<file path="src/rtl/wbva_pkg.sv">
// Package for the weighted baseline visibility accumulator.
// Holds sizes, status, operation and register index codes, the command type and a shared function.
// No dependencies.
`default_nettype none
package wbva_pkg;
   localparam int MAX_ANTENNAS = 16;
   localparam int MAX_BEAMS    = 4;
   localparam int MAX_POLS     = 4;
   localparam int ROWS         = MAX_BEAMS * (MAX_ANTENNAS * (MAX_ANTENNAS - 1) / 2);
   localparam int DEPTH        = ROWS * MAX_POLS;
   localparam int ADDR_W       = $clog2(DEPTH);
   localparam int ROW_W        = $clog2(ROWS);

   localparam logic [1:0] OP_ACC   = 2'd0;
   localparam logic [1:0] OP_READ  = 2'd1;
   localparam logic [1:0] OP_CLEAR = 2'd2;

   localparam logic [1:0] CSR_NUM_ANT   = 2'd0;
   localparam logic [1:0] CSR_NUM_BEAMS = 2'd1;
   localparam logic [1:0] CSR_NUM_POLS  = 2'd2;

   localparam logic [2:0] ST_ACC     = 3'd0;
   localparam logic [2:0] ST_TYPE    = 3'd1;
   localparam logic [2:0] ST_NOMATCH = 3'd2;
   localparam logic [2:0] ST_FLAG    = 3'd3;
   localparam logic [2:0] ST_READ    = 3'd4;
   localparam logic [2:0] ST_CLEAR   = 3'd5;

   typedef enum logic [2:0] {
      K_ACC, K_TYPE, K_NOMATCH, K_FLAG, K_RDHIT, K_RDMISS, K_CLEAR
   } kind_type;

   typedef struct packed {
      kind_type                kind;
      logic [ADDR_W-1:0]       idx;
      logic signed [15:0]      model_re;
      logic signed [15:0]      model_im;
      logic signed [15:0]      meas_re;
      logic signed [15:0]      meas_im;
      logic signed [15:0]      noise_re;
   } cmd_type;

   function automatic logic [6:0] tri_num(input logic [4:0] n);
      logic [9:0] p;
      p = {5'd0, n} * ({5'd0, n} - 10'd1);
      return p[7:1];
   endfunction
endpackage
`default_nettype wire

</file>
<file path="src/rtl/wbva_queue.sv">
// Two-entry command queue between the front end and the back end.
// Depends on wbva_pkg.
`default_nettype none
module wbva_queue (
   input  logic              clock,
   input  logic              reset,
   input  logic              push,
   input  wbva_pkg::cmd_type cmd_in,
   input  logic              pop,
   output wbva_pkg::cmd_type cmd_out,
   output logic              not_empty,
   output logic              full
);
   wbva_pkg::cmd_type slot_ff [2];
   logic [1:0] count_ff;
   logic       wr_ptr_ff;
   logic       rd_ptr_ff;

   always_ff @(posedge clock) begin
      if (reset) begin
         count_ff  <= 2'd0;
         wr_ptr_ff <= 1'b0;
         rd_ptr_ff <= 1'b0;
      end else begin
         if (push) wr_ptr_ff <= !wr_ptr_ff;
         if (pop)  rd_ptr_ff <= !rd_ptr_ff;
         count_ff <= count_ff + 2'(push) - 2'(pop);
      end
      if (push) slot_ff[wr_ptr_ff] <= cmd_in;
   end

   assign cmd_out   = slot_ff[rd_ptr_ff];
   assign not_empty = count_ff != 2'd0;
   assign full      = count_ff == 2'd2;
endmodule
`default_nettype wire

</file>
<file path="config.mk">
export PLATFORM = sky130hd
export DESIGN_NAME = wbva_queue
export DESIGN_NICKNAME = d
export VERILOG_FILES = /design/src/rtl/wbva_pkg.sv /design/src/rtl/wbva_queue.sv
export SDC_FILE = /design/constraint.sdc
export NUM_CORES = 1
export LEC_CHECK = 0
export BUFFER_PORTS_ARGS = -buffer_cell sky130_fd_sc_hd__buf_2
export CORE_AREA = 2 2 91 159
export DETAILED_ROUTE_END_ITERATION = 16
export DIE_AREA = 0 0 93 161
export GPL_TIMING_DRIVEN = 0
export PLACE_DENSITY = 0.82
export REMOVE_ABC_BUFFERS = 1
export SYNTH_ARGS = -nofsm -noshare
export SYNTH_HDL_FRONTEND = slang
export SYNTH_SLANG_ARGS = --single-unit
</file>
<file path="constraint.sdc">
create_clock -name clock -period 6.1 [get_ports clock]
set_input_delay 0.305 -clock clock [delete_from_list [all_inputs] [get_ports clock]]
set_output_delay 0.305 -clock clock [all_outputs]
set_load 0.02 [all_outputs]
</file>
==> flow_summary_export.csv <==
group,metric,value,unit
worst_hold_path,min_path_type,"primary input to flip-flop",
cells_and_area,multiInputGateArea,1180,µm²
routing,dr.pass1.iters,4,
routing,ant_nets,0,
routing,num_vias,3602,
sta,fin_worst_skew,0.0152,ns
clock_tree,clock-sinks,193,
critical_path,cp.depth,3,
critical_path,start_kind,"flip-flop",
routing,vias_per_cell,5.06,
sta,worst_slack,3.79,ns
clock_tree,post_cts_buffers,0,
synth,synth_top_area_cell,"edfxtp_1",
placed_design,dp_cells,678,
clock_tree,cts-root-buf,"clkbuf_16",
clock_tree,insertion_delay,0.42,ns
synth,netlist.area_leader.share,80.5,%
die,dieArea,15000,µm²
critical_path,rr_worst_depth,2,
grt,overflow,0,
synth,syn_inst,313,
pwr,peakVddDrop,0.000241,V
routing,post_drt_wl_per_cell,18.0,µm
critical_path,crit_family,"flip-flops",
sta,grt_setup_unrepaired,"false",
placed_design,hpwl,8.94,mm
placed_design,io_buffers,193,
die,start_util,51.2,%
sta,hold_violations,0,
clock_tree,htree_levels,4,
grt,antenna_found_initial,2,
sta,min_period,2.31,ns
synth,yosys_warnings,0,
critical_path,crit_fanout,63,
synth,avgSynthCellArea,22.4,µm²
sta,worst_pin_slew,0.675,ns
synth,synth-edff-count,188,
synth,yosys-top-cells-count,"edfxtp_1, mux2_2, buf_6, dfxtp_1, nor2_1",
routing,drt_iter0_drc,171,
pwr,power.total,2980,µW
grt,grt_use_total,17.5,%
sta,fmax,433,MHz
pwr,power_per_cell_area,339,nW/µm²
synth,async_reset_ff_share,0,%
pwr,p_leak,0.00332,µW
run_status,status,"finished clean",
synth,synth.most_common_cell,"edfxtp_1",
sta,period_share,37.8,%
routing,drt_wl_total,12.8,mm
job,maxCapViolCount,0,
clock_tree,clock_path_buffers,2,
die,io_pins,194,
sta,tns,0,ns
critical_path,cp.arrival,2.00,ns
clock_tree,tritoncts,"yes",
synth,synth_area_leaders,"edfxtp_1, mux2_2, dfxtp_1, buf_6, ha_1",
cells_and_area,num-fill-cells,995,
critical_path,crit_buf_inv,2,
critical_path,crit_chain,"buf_16, mux2_2, buf_2",
cells_and_area,finalNetCount,620,
sta,max_slew_margin,55.0,%
critical_path,reg2reg_from,"wr_ptr_ff$_SDFFE_PP0P_",
cells_and_area,syn_to_final_growth,25.5,%
critical_path,slowest_stage,"dfxtp_4",
clock_tree,clk_pin_slew,0.07,ns
die,core,13700,µm²
cells_and_area,drive_gt1_share,61.2,%
synth,yosysSeqAreaShare,81.9,%
clock_tree,cts_hold_buf,0,
placed_design,place_ws,4.22,ns
placed_design,gp_congestion,0.723,
die,die_x,93,µm
critical_path,reg2reg_slack,4.39,ns
routing,route.detailed.drc,0,
critical_path,crit_end,"cmd_out[72]",
die,fp.dieH,161,µm
critical_path,slowest_delay,0.63,ns
cells_and_area,final_cells,712,
clock_tree,post_cts_resize_count,0,
cells_and_area,seqCellArea,5750,µm²
synth,synthFlopType,"edfxtp_1",
critical_path,cp-end-kind,"primary output",
grt,first_global_vias,3951,
critical_path,critical_path_class,"flip-flop to primary output",
clock_tree,cts-buffers-inserted,17,
cells_and_area,finish.utilization,64.3,%
critical_path,rr_endpoint,"slot_ff[1][50]$_DFFE_PP_",
synth,syn_area,7010,µm²
grt,grt_pass1_wl,19.6,mm
grt,grt_max_degree,64,
synth,yosys_register_bits,193,
sta,slew_violations,0,
critical_path,worstPathRequired,5.79,ns
synth,yosysUniqueCellTypes,14,
sta,setup_viol,0,
die,rows,57,
worst_hold_path,hold_depth,1,
routing by layer:
layer / up-vias / track usage, % / routed length (µm)
met3: 32 / 3.92 / 661
li1: 1663 / - / -
met2: 142 / 32.7 / 7450
met1: 1765 / 16.9 / 4180
met4: 0 / 10.4 / 507
met5: - / 0 / 0
worst reg2reg max path, delay by kind of cell, from the launching register on:
kind / cells / cell delay, ns
buffers and inverters: 1 / 0.32
AND/OR/NAND/NOR: 1 / 0.61
flip-flops: 1 / 0.41
placed cells by master, fill, tap and decap left out:
master	Yosys	routed
and2_4	0	1
buf_12	0	2
buf_16	0	3
buf_2	3	193
clkbuf_16	0	17
clkinv_1	0	2
clkinv_2	0	2
clkinv_4	0	4
dfxtp_1	5	4
dfxtp_4	0	1
diode_2	0	2
edfxtp_1	188	188
ha_1	2	2
inv_1	2	2
inv_6	0	3
inv_8	0	4
mux2_2	94	94
nor2_1	4	4
nor2b_1	3	2
nor2b_4	0	1
or2_2	1	1
xnor2_1	2	2
xnor3_1	1	1
power by group:
group	switching [µW]	internal, µW
logic	219	162
clock network	489	535
registers	28.7	1550
total	736	2240
how the worst min path moves through the flow:
stage / from / to
2_1_floorplan: reset / count_ff[0]$_SDFF_PP0_
3_3_place_gp: cmd_in[26] / slot_ff[0][26]$_DFFE_PP_
3_5_place_dp: cmd_in[19] / slot_ff[0][19]$_DFFE_PP_
4_1_cts: cmd_in[85] / slot_ff[0][85]$_DFFE_PP_
5_1_grt: cmd_in[90] / slot_ff[1][90]$_DFFE_PP_
6_report: cmd_in[3] / slot_ff[1][3]$_DFFE_PP_
metrics by stage:
stage	hold slack, ns	instance area [µm²]
6_report	0.0704	8800
5_1_grt	0.0519	8800
4_1_cts	0.0522	8800
3_5_place_dp	0.497	8250
3_3_place_gp	0.493	8110
2_1_floorplan	0.377	6920
logic make-up (layout without fill, tap and decap cells):
logic type / after synthesis / after routing / synth area share, %
flip-flops: 193 / 193 / 81.9
multiplexers: 94 / 94 / 15.1
buffers and inverters: 12 / 232 / 1.39
AND/OR/NAND/NOR: 9 / 9 / 0.660
XOR/XNOR: 3 / 3 / 0.571
adder cells (fa/ha/maj): 2 / 2 / 0.357
other: 0 / 2 / 0
final cells by class:
type / count / area share (%)
timing repair buffer: 198 / 12.4
tap: 177 / 2.52
sequential: 193 / 65.3
antenna: 2 / 0.0569
clock buffer: 17 / 4.83
clock inverter: 15 / 1.41
inverter: 2 / 0.0853
multi-input combinational: 108 / 13.4
registers in the layout (all words and copies together) (netlist names), named ones only:
signal	count
slot_ff	188
rd_ptr_ff	1
count_ff	2
wr_ptr_ff	1
(Power assumes the default switching activity.)
