[config.mk]
export PLATFORM = sky130hd
export DESIGN_NAME = wbva_front_flat
export DESIGN_NICKNAME = d
export VERILOG_FILES = /design/src/rtl/wbva_pkg.sv /design/src/rtl/wbva_ifs.sv /design/src/rtl/wbva_front.sv /design/src/flat_wrapper.sv
export SDC_FILE = /design/constraint.sdc
export NUM_CORES = 1
export LEC_CHECK = 0
export ABC_AREA = 1
export BUFFER_PORTS_ARGS = -buffer_cell sky130_fd_sc_hd__clkbuf_2
export CAP_MARGIN = 5
export CORE_ASPECT_RATIO = 0.7
export CORE_MARGIN = 10
export CORE_UTILIZATION = 28
export DETAILED_ROUTE_END_ITERATION = 8
export PLACE_DENSITY = 0.56
export SLEW_MARGIN = 20
export SYNTH_ARGS = -nofsm -noshare
export SYNTH_HDL_FRONTEND = slang
export SYNTH_SLANG_ARGS = --single-unit
[constraint.sdc]
create_clock -name clock -period 9.5 [get_ports clock]
set_clock_uncertainty 0.05 [all_clocks]
set_input_delay 1.9 -clock clock [delete_from_list [all_inputs] [get_ports clock]]
set_output_delay 1.9 -clock clock [all_outputs]
set_load 0.02 [all_outputs]
[src/rtl/wbva_pkg.sv]
// Package for the weighted baseline visibility accumulator.
// Holds sizes, status, operation and register index codes, the command type and a shared function.
// No dependencies.
`default_nettype none
package wbva_pkg;
   localparam int MAX_ANTENNAS = 16;
   localparam int MAX_BEAMS    = 4;
   localparam int MAX_POLS     = 4;
   localparam int ROWS         = MAX_BEAMS * (MAX_ANTENNAS * (MAX_ANTENNAS - 1) / 2);
   localparam int DEPTH        = ROWS * MAX_POLS;
   localparam int ADDR_W       = $clog2(DEPTH);
   localparam int ROW_W        = $clog2(ROWS);

   localparam logic [1:0] OP_ACC   = 2'd0;
   localparam logic [1:0] OP_READ  = 2'd1;
   localparam logic [1:0] OP_CLEAR = 2'd2;

   localparam logic [1:0] CSR_NUM_ANT   = 2'd0;
   localparam logic [1:0] CSR_NUM_BEAMS = 2'd1;
   localparam logic [1:0] CSR_NUM_POLS  = 2'd2;

   localparam logic [2:0] ST_ACC     = 3'd0;
   localparam logic [2:0] ST_TYPE    = 3'd1;
   localparam logic [2:0] ST_NOMATCH = 3'd2;
   localparam logic [2:0] ST_FLAG    = 3'd3;
   localparam logic [2:0] ST_READ    = 3'd4;
   localparam logic [2:0] ST_CLEAR   = 3'd5;

   typedef enum logic [2:0] {
      K_ACC, K_TYPE, K_NOMATCH, K_FLAG, K_RDHIT, K_RDMISS, K_CLEAR
   } kind_type;

   typedef struct packed {
      kind_type                kind;
      logic [ADDR_W-1:0]       idx;
      logic signed [15:0]      model_re;
      logic signed [15:0]      model_im;
      logic signed [15:0]      meas_re;
      logic signed [15:0]      meas_im;
      logic signed [15:0]      noise_re;
   } cmd_type;

   function automatic logic [6:0] tri_num(input logic [4:0] n);
      logic [9:0] p;
      p = {5'd0, n} * ({5'd0, n} - 10'd1);
      return p[7:1];
   endfunction
endpackage
`default_nettype wire

[src/rtl/wbva_ifs.sv]
// Handshake channels of the accumulator: request and response items.
// No dependencies.
`default_nettype none
interface wbva_req_if;
   logic               valid;
   logic               ready;
   logic [1:0]         operation;
   logic [3:0]         antenna_a;
   logic [3:0]         antenna_b;
   logic [1:0]         beam_a;
   logic [1:0]         beam_b;
   logic [1:0]         pol_index;
   logic               sample_flagged;
   logic signed [15:0] model_re;
   logic signed [15:0] model_im;
   logic signed [15:0] meas_re;
   logic signed [15:0] meas_im;
   logic signed [15:0] noise_re;
   modport source(output valid, operation, antenna_a, antenna_b, beam_a, beam_b, pol_index,
                  sample_flagged, model_re, model_im, meas_re, meas_im, noise_re,
                  input ready);
   modport sink(input valid, operation, antenna_a, antenna_b, beam_a, beam_b, pol_index,
                sample_flagged, model_re, model_im, meas_re, meas_im, noise_re,
                output ready);
endinterface

`default_nettype wire

[src/rtl/wbva_front.sv]
// Front end: configuration registers, item acceptance and classification.
// Depends on wbva_pkg and wbva_req_if.
`default_nettype none
module wbva_front (
   input  logic             clock,
   input  logic             reset,
   input  logic             csr_wr_en,
   input  logic [1:0]       csr_index,
   input  logic [4:0]       csr_wdata,
   wbva_req_if.sink         req_ch,
   input  logic             hold_off,
   input  logic             q_full,
   output logic             push,
   output wbva_pkg::cmd_type cmd
);
   logic [4:0] num_antennas_ff;
   logic [2:0] num_beams_ff;
   logic [2:0] num_pols_ff;
   logic [4:0] na;
   logic [2:0] nb;
   logic [2:0] np;
   logic       loc;
   logic       pol_ok;
   logic [wbva_pkg::ROW_W-1:0] row;

   always_ff @(posedge clock) begin
      if (reset) begin
         num_antennas_ff <= 5'(wbva_pkg::MAX_ANTENNAS);
         num_beams_ff    <= 3'(wbva_pkg::MAX_BEAMS);
         num_pols_ff     <= 3'(wbva_pkg::MAX_POLS);
      end else if (csr_wr_en) begin
         case (csr_index)
            wbva_pkg::CSR_NUM_ANT:   num_antennas_ff <= csr_wdata;
            wbva_pkg::CSR_NUM_BEAMS: num_beams_ff    <= csr_wdata[2:0];
            wbva_pkg::CSR_NUM_POLS:  num_pols_ff     <= csr_wdata[2:0];
            default: ;
         endcase
      end
   end

   always_comb begin
      na = (num_antennas_ff > 5'(wbva_pkg::MAX_ANTENNAS)) ?
           5'(wbva_pkg::MAX_ANTENNAS) : num_antennas_ff;
      nb = (num_beams_ff > 3'(wbva_pkg::MAX_BEAMS)) ? 3'(wbva_pkg::MAX_BEAMS) : num_beams_ff;
      np = (num_pols_ff > 3'(wbva_pkg::MAX_POLS)) ? 3'(wbva_pkg::MAX_POLS) : num_pols_ff;
      loc = (req_ch.antenna_a > req_ch.antenna_b) && ({1'b0, req_ch.antenna_a} < na) &&
            ({1'b0, req_ch.beam_a} < nb);
      pol_ok = {1'b0, req_ch.pol_index} < np;
      row = wbva_pkg::ROW_W'(wbva_pkg::tri_num(na)) * wbva_pkg::ROW_W'(req_ch.beam_a)
          + wbva_pkg::ROW_W'(wbva_pkg::tri_num({1'b0, req_ch.antenna_a}))
          + wbva_pkg::ROW_W'(req_ch.antenna_b);
      cmd.idx = wbva_pkg::ADDR_W'(row) * wbva_pkg::ADDR_W'(wbva_pkg::MAX_POLS)
              + wbva_pkg::ADDR_W'(req_ch.pol_index);
      cmd.model_re = req_ch.model_re;
      cmd.model_im = req_ch.model_im;
      cmd.meas_re  = req_ch.meas_re;
      cmd.meas_im  = req_ch.meas_im;
      cmd.noise_re = req_ch.noise_re;
      case (req_ch.operation)
         wbva_pkg::OP_CLEAR: cmd.kind = wbva_pkg::K_CLEAR;
         wbva_pkg::OP_ACC: begin
            if (req_ch.beam_a != req_ch.beam_b || req_ch.antenna_a == req_ch.antenna_b)
               cmd.kind = wbva_pkg::K_TYPE;
            else if (!loc)
               cmd.kind = wbva_pkg::K_NOMATCH;
            else if (!pol_ok || req_ch.sample_flagged)
               cmd.kind = wbva_pkg::K_FLAG;
            else
               cmd.kind = wbva_pkg::K_ACC;
         end
         default: cmd.kind = (loc && pol_ok) ? wbva_pkg::K_RDHIT : wbva_pkg::K_RDMISS;
      endcase
   end

   assign req_ch.ready = !q_full && !hold_off;
   assign push = req_ch.valid && req_ch.ready;
endmodule
`default_nettype wire

[src/flat_wrapper.sv]
// flat-port wrapper written by rule: the top's interface ports become plain ports
module wbva_front_flat 
  (clock, reset, csr_wr_en, csr_index, csr_wdata, hold_off, q_full, push, cmd, req_ch_valid, req_ch_operation, req_ch_antenna_a, req_ch_antenna_b, req_ch_beam_a, req_ch_beam_b, req_ch_pol_index, req_ch_sample_flagged, req_ch_model_re, req_ch_model_im, req_ch_meas_re, req_ch_meas_im, req_ch_noise_re, req_ch_ready);
  wbva_req_if req_ch_i ();
  input  logic clock;
  input  logic reset;
  input  logic csr_wr_en;
  input  logic [1:0] csr_index;
  input  logic [4:0] csr_wdata;
  input  logic hold_off;
  input  logic q_full;
  output logic push;
  output wbva_pkg::cmd_type cmd;
  input wire logic [$bits(req_ch_i.valid)-1:0] req_ch_valid;
  input wire logic [$bits(req_ch_i.operation)-1:0] req_ch_operation;
  input wire logic [$bits(req_ch_i.antenna_a)-1:0] req_ch_antenna_a;
  input wire logic [$bits(req_ch_i.antenna_b)-1:0] req_ch_antenna_b;
  input wire logic [$bits(req_ch_i.beam_a)-1:0] req_ch_beam_a;
  input wire logic [$bits(req_ch_i.beam_b)-1:0] req_ch_beam_b;
  input wire logic [$bits(req_ch_i.pol_index)-1:0] req_ch_pol_index;
  input wire logic [$bits(req_ch_i.sample_flagged)-1:0] req_ch_sample_flagged;
  input wire logic [$bits(req_ch_i.model_re)-1:0] req_ch_model_re;
  input wire logic [$bits(req_ch_i.model_im)-1:0] req_ch_model_im;
  input wire logic [$bits(req_ch_i.meas_re)-1:0] req_ch_meas_re;
  input wire logic [$bits(req_ch_i.meas_im)-1:0] req_ch_meas_im;
  input wire logic [$bits(req_ch_i.noise_re)-1:0] req_ch_noise_re;
  output wire logic [$bits(req_ch_i.ready)-1:0] req_ch_ready;
  assign req_ch_i.valid = req_ch_valid;
  assign req_ch_i.operation = req_ch_operation;
  assign req_ch_i.antenna_a = req_ch_antenna_a;
  assign req_ch_i.antenna_b = req_ch_antenna_b;
  assign req_ch_i.beam_a = req_ch_beam_a;
  assign req_ch_i.beam_b = req_ch_beam_b;
  assign req_ch_i.pol_index = req_ch_pol_index;
  assign req_ch_i.sample_flagged = req_ch_sample_flagged;
  assign req_ch_i.model_re = req_ch_model_re;
  assign req_ch_i.model_im = req_ch_model_im;
  assign req_ch_i.meas_re = req_ch_meas_re;
  assign req_ch_i.meas_im = req_ch_meas_im;
  assign req_ch_i.noise_re = req_ch_noise_re;
  assign req_ch_ready = req_ch_i.ready;
  wbva_front u_core (.clock(clock), .reset(reset), .csr_wr_en(csr_wr_en), .csr_index(csr_index), .csr_wdata(csr_wdata), .req_ch(req_ch_i), .hold_off(hold_off), .q_full(q_full), .push(push), .cmd(cmd));
endmodule
==> metrics.txt <==
post-cts sizing count=0; predominant post-synthesis flop cell=sky130_fd_sc_hd__dfxtp_1; Bufs on Longest Clock Path=2; total negative slack=0 ns; synthesized-area fraction occupied by xor and xnor cells=0.0470; cell area power density=163 nW/µm²; die extent in y=112 µm; Die Outline Area=around 17000 µm²; vias in the first global route=2367; peak fanout along the critical path=7; total core area=11700 µm²; final number of hold-violating endpoints=0; Req. time, crit path=7.55 ns; row cnt=33; syn avg cell area=7.32 µm²; count of vias placed by the detailed router=2466; post-route antenna net violation count=0; area growth from synthesis to layout=-3.28%; clock input transition at the sequential cells of the worst setup and hold paths=about 0.04 ns; all-layer global routing usage=0.0786; Leakage=approximately 1.9 nW; global-route wire length before repair=11200 µm; area share of fa/ha/maj cells after synthesis=0.366; post-synth design cell area=3350 µm²; largest net degree at the start of global routing=12; worst skew pair latency=0.23 ns; WHS=0.394 ns; Design Power=around 0.53 mW; type of element capturing the critical path=output port; count of state elements after synthesis=11; share of synthesized flip-flops with an asynchronous set or reset=0; post-detailed-route wirelength per cell=11.1 µm; Worst setup SP type=primary input; worst-case setup margin in the final layout=approximately 0.57 ns; largest family of logic cells by synthesized area=adder cells; Placed Instance Area=3160 µm²; placed wire-length estimate after detailed placement=5900 µm; f_max=0.112 GHz; Clk Tree Root Cell=sky130_fd_sc_hd__clkbuf_16; endpoint arrival time on the critical path=approximately 7 ns; period utilisation layout=0.940; Num CTS Buffers=3; # hold bufs at CTS=0; overall die width=151 µm; share of synthesized cell area in and, or, nand and nor gates=0.172; total placed cells including tap cells=580; wirelength, routed=6470 µm; highest-delay cell along the critical path=sky130_fd_sc_hd__fa_1; Unique masters post-synth=28; share of cells above drive strength 1=0.122; pre-CTS WS=0.584 ns; clock tree from TritonCTS=done; proportion of synthesized chip area in sequential cells=0.0657; cell type with the highest occurrence count on the critical path=sky130_fd_sc_hd__fa_1; total of max-cap violations=0; total I/O pin count=around 200; crit path kind=primary input to output port; # Post-CTS Setup Buffers=0; Gate Count Post-Synth=458; net count of the finished layout=618; clock sink total=11; run status=finished, final reports clean; cell type group with the largest total delay on the critical path=adder cells; global route total overflow=0; worst hold-check path type=flip-flop to flip-flop; multiplexer area fraction after synthesis=0; Compound-Gate Fraction of Synth Area=0.0582; routability-driven placement congestion ratio=0.867; antenna violations before repair=0; routed via count divided by cell count=4.22; Core Util, Final=0.277; Slowest Stage Delay on Critical Path=0.55 ns; peak supply drop=75.5 µV; starting density of the core=0.286; final setup vio count=0; Post-synth EDFFs=0; setup repair after global routing missed its margin=no; starting DRC count in detailed routing=100; ANT cells=0; final instance area=3240 µm²; number of warnings printed during yosys synthesis=0; CTS H-Tree Depth=1; final period demand of the worst path=between 8 and 9 ns; Port Buffer Count=45; number of buffers and inverters on the critical path=7; count of unresolved DRC violations after routing=0; count of pins over their slew limit=0; Non-Filler Instances=584; chain of cells forming the critical path=clkbuf_2 > inv_1 > ha_1 > inv_1 > ha_1 > inv_1 > nand2_1 > fa_1 > fa_1 > fa_1 > fa_1 > inv_1 > fa_1 > inv_1 > fa_1 > o21ai_0 > nand2_1 > nand2_1 > nand2_1 > nand2_1 > xor2_1 > clkbuf_2; detailed-routing iteration count for the pre-antenna-repair pass=4
## cell usage after synthesis, drive strengths merged (2+ instances only)
cell	instances	area (µm²)
nor3	2	10.0
a21oi	17	85.1
a31oi	2	12.5
nor2	30	115
fa	30	601
inv	92	345
xor2	16	140
or2	2	12.5
nand3b	2	15.0
nand4	7	43.8
nand3	19	95.1
o21ai	11	55.1
buf	84	626
dfxtp	11	220
xnor2	2	17.5
ha	50	626
o211ai	2	15.0
nand2	73	277
## cells by family after synthesis
| family | Yosys count |
|---|---|
| buffers and inverters | 177 |
| and+or+nand+nor | 136 |
| adders and majority gates | 80 |
| AOI/OAI and AO/OA | 35 |
| xor gates and xnor gates | 18 |
| DFF | 11 |
| other | 1 |
## per-layer routing
metal	up-vias	share of wire	track usage
met2	71	0.41	0.105
li1	1260	-	-
met3	18	0.086	0.0336
met1	1117	0.50	0.114
met4	0	0.0085	0.0141
met5	-	0	0
## cells in the final DEF (no fill, tap or decap), types with 2 or more instances in the layout
cell type and instances:
sky130_fd_sc_hd__a21oi_1 17, sky130_fd_sc_hd__nor2_1 29, sky130_fd_sc_hd__nand4_1 7, sky130_fd_sc_hd__inv_1 92
sky130_fd_sc_hd__nand3_1 19, sky130_fd_sc_hd__xnor2_1 2, sky130_fd_sc_hd__fa_1 30, sky130_fd_sc_hd__nand3b_1 2
sky130_fd_sc_hd__nor3_1 2, sky130_fd_sc_hd__o21ai_0 11, sky130_fd_sc_hd__xor2_1 16, sky130_fd_sc_hd__ha_1 50
sky130_fd_sc_hd__conb_1 6, sky130_fd_sc_hd__nand2_1 72, sky130_fd_sc_hd__a31oi_1 2, sky130_fd_sc_hd__dfxtp_1 11
sky130_fd_sc_hd__o211ai_1 2, sky130_fd_sc_hd__clkbuf_16 3, sky130_fd_sc_hd__clkbuf_2 45
## layout make-up
cell class / instances / area, µm²
sequential: 11 / 220
multi-input combinational: 275 / 2180
clock buffer: 4 / 78.8
tap: 157 / 196
inverter: 92 / 345
fill: 1321 / 8480
timing repair buffer: 45 / 225
## report_power, final
part | leakage (nW) | total [mW] | switching (mW) | internal, mW
clock network | 0.0382 | 0.0754 | 0.0192 | 0.0562
registers | 0.0901 | 0.0502 | 0.00141 | 0.0488
logic | 1.73 | 0.401 | 0.253 | 0.148
total | 1.86 | 0.527 | 0.274 | 0.253
## worst paths after layout
kind,start,end,slack (ns),cells past startpoint
worst max-delay path,req_ch_antenna_a[0],cmd[89],0.57,22
worst min-delay path,u_core.num_pols_ff[0],u_core.num_pols_ff[0],0.39,2
worst max register to register,u_core.num_antennas_ff[4],u_core.num_antennas_ff[4],8.52,2
worst min register to register,u_core.num_pols_ff[0],u_core.num_pols_ff[0],0.39,2
## state kept, by name (all words and copies together), names as in the netlist
register / count
u_core.num_beams_ff: 3
u_core.num_antennas_ff: 5
u_core.num_pols_ff: 3
## worst reg2reg max path, cell delays in order (launching register included)
cell                       delay, ns
sky130_fd_sc_hd__dfxtp_1        0.44
sky130_fd_sc_hd__inv_1          0.21
sky130_fd_sc_hd__o211ai_1       0.20
Note: power is estimated with default switching activity, not from simulation.
